===== src/rtl/ehtab_pkg.sv =====
// Shared types and constants of the extendible hash table.
package ehtab_pkg;

  localparam int KEY_W      = 32;
  localparam int PAY_W      = 64;
  localparam int DEPTH_W    = 4;
  localparam int CNT_W      = 2;
  localparam int BASE_LD    = 2;

  typedef enum logic [1:0] {
    OP_INSERT = 2'd0,
    OP_DELETE = 2'd1,
    OP_LOOKUP = 2'd2,
    OP_NOP    = 2'd3
  } op_t;

  typedef struct packed {
    op_t              op;
    logic [KEY_W-1:0] key;
    logic [PAY_W-1:0] payload;
  } req_t;

  typedef struct packed {
    logic valid;
    req_t req;
  } q_head_t;

  typedef struct packed {
    logic pop;
    logic clearing;
  } back_ctl_t;

endpackage


===== src/rtl/ehtab_front.sv =====
// Front end: takes requests, masks and classifies them, queues them for the back end.
module ehtab_front #(
  parameter int KEY_BITS     = 32,
  parameter int PAYLOAD_BITS = 64
) (
  input  logic                 clk,
  input  logic                 rst,
  input  logic                 start,
  input  logic [1:0]           op,
  input  logic [31:0]          key,
  input  logic [63:0]          payload,
  output logic                 busy,
  output ehtab_pkg::q_head_t   head,
  input  ehtab_pkg::back_ctl_t ctl
);
  import ehtab_pkg::*;

  localparam logic [KEY_W-1:0] KEY_MASK = {KEY_W{1'b1}} >> (KEY_W - KEY_BITS);
  localparam logic [PAY_W-1:0] PAY_MASK = {PAY_W{1'b1}} >> (PAY_W - PAYLOAD_BITS);

  req_t       ent [2];
  logic       wp;
  logic       rp;
  logic [1:0] count;
  logic       push;
  req_t       req_in;

  assign busy = (count == 2'd2) || ctl.clearing;
  assign push = start && !busy;

  always_comb begin
    req_in.op      = op_t'(op);
    req_in.key     = key & KEY_MASK;
    req_in.payload = payload & PAY_MASK;
  end

  assign head.valid = (count != 2'd0);
  assign head.req   = ent[rp];

  always_ff @(posedge clk) begin
    if (rst) begin
      wp    <= 1'b0;
      rp    <= 1'b0;
      count <= 2'd0;
    end else begin
      if (push) begin
        ent[wp] <= req_in;
        wp      <= ~wp;
      end
      if (ctl.pop) begin
        rp <= ~rp;
      end
      count <= count + 2'(push) - 2'(ctl.pop);
    end
  end

endmodule


===== config.mk =====
export PLATFORM = sky130hd
export DESIGN_NAME = ehtab_front
export DESIGN_NICKNAME = d
export VERILOG_FILES = /design/src/rtl/ehtab_pkg.sv /design/src/rtl/ehtab_front.sv
export SDC_FILE = /design/constraint.sdc
export NUM_CORES = 1
export LEC_CHECK = 0
export ABC_AREA = 1
export BUFFER_PORTS_ARGS = -buffer_cell sky130_fd_sc_hd__buf_2
export CAP_MARGIN = 30
export CORE_AREA = 3 3 120 122
export CTS_CLUSTER_SIZE = 24
export DETAILED_ROUTE_END_ITERATION = 10
export DIE_AREA = 0 0 123 125
export PLACE_DENSITY_LB_ADDON = 0.2
export SLEW_MARGIN = 40
export SYNTH_ARGS = -nofsm -noshare
export SYNTH_HDL_FRONTEND = slang
export SYNTH_SLANG_ARGS = --single-unit

===== constraint.sdc =====
create_clock -name clk -period 11.75 [get_ports clk]
set_input_delay 0.5875 -clock clk [delete_from_list [all_inputs] [get_ports clk]]
set_output_delay 0.5875 -clock clk [all_outputs]
set_load 0.01 [all_outputs]

# Yosys cells after proc, flatten, opt, wreduce, memory -nomap -nowiden
# Memory sizes are Yosys's and may differ from the RTL's. A register that Yosys moved wholly into a read port is not among the register bits.
# Index checks and enable logic that the tools add are counted.
[totals] register_bits=4 mem_bits_rw=196 in_bits=103 output_inout_bits=100 n_memories=1
[memory_table] memory="ent" words=2 width=98 read_ports=1 rd_clocked_by_memory_dff=1 write_ports=1 line="ehtab_front.sv:21" text="req_t ent [2];"
[classes] addsub=2 n_eq_ne=1 n_mux=5 bitwise_logic=2 n_reduce_logical=4
[op_table] cell="1-bit 2-to-1 mux" count=5
[op_table] cell="2-bit by 1-bit adder with 2-bit output" count=1
[op_table] cell="2-bit equality test, second input constant" count=1
[op_table] cell="1-bit inverter" count=2
[op_table] cell="2-bit nonzero test" count=1
[op_table] cell="2-bit by 1-bit subtractor with 2-bit output" count=1
[op_table] cell="1-bit logical AND" count=1
[op_table] cell="1-bit logical NOT" count=1
[op_table] cell="1-bit logical OR" count=1

# Logic depth before layout (Yosys ltp)
[logic_depth] word_depth=7 depth_mapped=11

# Least setup slack after synthesis
# OpenSTA, ideal clock, no wires.
[synth_timing] path_type="input port to flip-flop" startpoint="input ctl[0] (netlist bit)" endpoint="memory ent[1][0] (netlist bit) (enable)" setup_time_ns=0.556 arrival_ns=4.868 slack_ns=6.327 cell_stages=3 cell_sequence="inv_1 nand3_1 nor2_1"
[synth_via] elab_chain_cells=6
[synth_lines] element="start, declared" line="ehtab_front.sv:14" text="input ehtab_pkg::back_ctl_t ctl"
[synth_lines] element="1-bit logical OR" line="ehtab_front.sv:28" text="assign busy = (count == 2'd2) || ctl.clearing;"
[synth_lines] element="1-bit logical NOT" line="ehtab_front.sv:29" text="assign push = start && !busy;"
[synth_lines] element="1-bit logical AND" line="ehtab_front.sv:29"
[synth_lines] element="1-bit 2-to-1 mux" line="ehtab_front.sv:46" text="if (push) begin"
[synth_lines] element="1-bit 2-to-1 mux" line="ehtab_front.sv:41" text="if (rst) begin"
[synth_lines] element="1-bit 2-to-1 mux (not written as such)" line="ehtab_front.sv:47" text="ent[wp] <= req_in;"
[synth_lines] element="end, declared" line="ehtab_front.sv:21"
# No other way between the ends.

==> impl_metrics.py <==
metrics = {
    "layout": {
        "nFillCells": 878,
        "regArea_um2": 5990,
        "area_delta_synth_final_pct": 24.9,
        "drive_above_1_share": 0.587,
        "antenna_cells": 0,
        "multi_input_area_um2": 1300,
        "fin_util": 0.694,
        "nets": 663,
        "layout.cells.non_filler": 747,
    },
    "routing": {
        "ant_nets": 0,
        "vias": 3750,
        "first_pass_iters": 4,
        "wire_per_inst_um": 17.4,
        "drtIter0Drc": 190,
        "drc": 0,
        "viasPerCell": 5.02,
        "routed_wl_mm": 13.0,
    },
    "sta": {
        "finalSetupViolations": 0,
        "relSlewSlack": 0.461,
        "slew_violations": 0,
        "fin_skew_ps": 18.9,
        "period_needed_ps": 3150,
        "timing.fmax_mhz": 318,
        "hold_violations": 0,
        "rsz0062_at_grt": "no",
        "fin_setup_tns_ps": 0,
        "timing.final.crit_share": 0.268,
        "tightest_slew_ps": 809,
    },
    "power": {
        "p_per_area_nw_per_um2": 168,
        "p_leak_nw": 3.49,
        "ir_worst_vdd_v": 0.000149,
    },
    "clock_tree": {
        "cts_max_level": 1,
        "cts_resized": 0,
        "clk_latency_ps": 480,
        "cts.clk_slew.worst_paths_ps": 60,
        "cts_root_buffer": "clkbuf_16",
        "cts_buffers": 20,
        "cts_num_sinks": 201,
        "clock_path_buffers": 3,
        "ctsHoldBuffers": 0,
        "cts_setup_buffers": 0,
        "tritoncts": "done",
    },
    "critical_path": {
        "arrival_ps": 2560,
        "path_class": "reg -> out",
        "critPathTopFamily": "buffers and inverters",
        "crit_path_end_kind": "output pin",
        "crit_chain": "buf_4 -> mux2_2 -> buf_2",
        "start_kind": "flop",
        "rr_worst_depth": 5,
        "required_ps": 11160,
        "critPathMaxFanout": 57,
        "cp.depth": 3,
        "crit_path_max_incr_delay_ps": 750,
        "cp.buffers_inverters": 2,
        "crit_slowest_cell": "buf_4",
    },
    "synthesis": {
        "synth_cells": 341,
        "synth_cell_types": 14,
        "yosysTopAreaCell": "edfxtp_1",
        "synth_edf_count": 196,
        "yosysMostFrequentCell": "edfxtp_1",
        "synth.area.top_cells": "edfxtp_1 80%, mux2_2 12%, mux2_4 4.1%",
        "synth_nets": 446,
        "avgSynthCellArea_um2": 21.7,
        "ys_seq_area_frac": 0.810,
        "synth-seq-cells": 201,
        "synth_common_cells": "196 x edfxtp_1, 78 x mux2_2, 20 x mux2_4",
        "netlist.area_leader.share": 0.796,
        "yosys_warnings": 0,
        "ys.flop_type": "edfxtp_1",
        "synthArstFlopShare": 0,
        "syn-cell-area_um2": 7390,
    },
    "flow_run": {
        "drv_cap": 0,
    },
    "status": {
        "status": "finished clean",
    },
    "global_route": {
        "grtUsageTotal": 0.166,
        "grt_max_degree": 77,
        "grt_pass1_wl_mm": 20.0,
        "grt_overflow": 0,
        "antenna_found_initial": 3,
        "grt_pass1_vias": 4065,
    },
    "worst_hold_path": {
        "hp-class": "in -> reg",
        "hold_path_depth": 1,
    },
    "placed_design": {
        "routabilityCongestion": 0.726,
        "io_buffers": 202,
        "hpwl_mm": 8.75,
        "dp_cells": 712,
    },
    "floorplanning": {
        "initial_utilization": 0.556,
        "ios": 203,
        "num_rows": 42,
        "core-area_um2": 13300,
        "die_w_um": 123,
        "die_y_um": 125,
        "design.die.area_um2": 15400,
    },
}
==> cells in the final DEF (no fill, tap or decap), types with 3 or more instances in the layout <==
cell type / n
mux2_4: 20
clkinv_1: 5
clkinv_2: 4
nand2_1: 9
nor2_1: 5
mux2_2: 78
buf_4: 3
clkbuf_16: 21
inv_1: 8
dfxtp_1: 4
edfxtp_1: 196
buf_2: 202
==> per-layer routing <==
metal	track usage	share of wire	vias to the layer above	wire length, um
met1	0.181	0.35	1808	4560
li1	-	-	1762	-
met3	0.0678	0.11	30	1400
met4	0.0450	0.021	6	272
met5	0	0.0022	-	28
met2	0.297	0.52	144	6740
==> path summary, 6_finish.rpt <==
check | startpoint | end | slack [ps]
max | flop | head[50] | 8600
min | key[12] | ent[1][76]$_DFFE_PP_ | 290
max reg2reg | count[0]$_SDFF_PP0_ | ent[1][28]$_DFFE_PP_ | 9590
min reg2reg | rp$_SDFFE_PP0P_ | rp$_SDFFE_PP0P_ | 540
==> final cells by class <==
class	instances	share of cell area
flip-flops and latches	201	0.649
well taps	176	0.0239
clock inverters	12	0.0115
inverters	9	0.00393
repair buffers	206	0.113
clock buffers	23	0.0578
multi-input cells	120	0.141
==> power breakdown <==
part | internal, W | switching [W] | leakage, nW
sequential | 0.000808 | 0.00000978 | 1.82
clock | 0.000367 | 0.000239 | 0.313
combinational | 0.0000656 | 0.0000639 | 1.36
total | 0.00124 | 0.000313 | 3.49
==> metrics by stage <==
step	setup WS [ps]	power (W)	instance area [um2]	hold WS [ps]
2_1_floorplan	6330	0.000909	7390	480
3_3_place_gp	9070	0.000960	8580	497
3_5_place_dp	9050	0.000965	8590	511
4_1_cts	8540	0.00157	9230	275
5_1_grt	8460	0.00161	9230	274
6_report	8600	0.00155	9230	294
==> logic make-up (layout without fill, tap and decap cells) <==
group | count (synthesis) | count (layout) | synth area share
DFF | 201 | 201 | 0.810
muxes | 98 | 98 | 0.159
buffers and inverters | 20 | 250 | 0.0154
and+or+nand+nor | 18 | 18 | 0.00982
adders and majority gates | 2 | 2 | 0.00339
AOI/OAI and AO/OA | 1 | 1 | 0.000677
xor gates and xnor gates | 1 | 1 | 0.00119
==> registers in the layout, summed over array words and instances (netlist names), named ones only <==
| name | count |
|---|---|
| ent | 196 |
| count | 2 |
| rp | 1 |
| wp | 1 |
(Power assumes the default switching activity.)
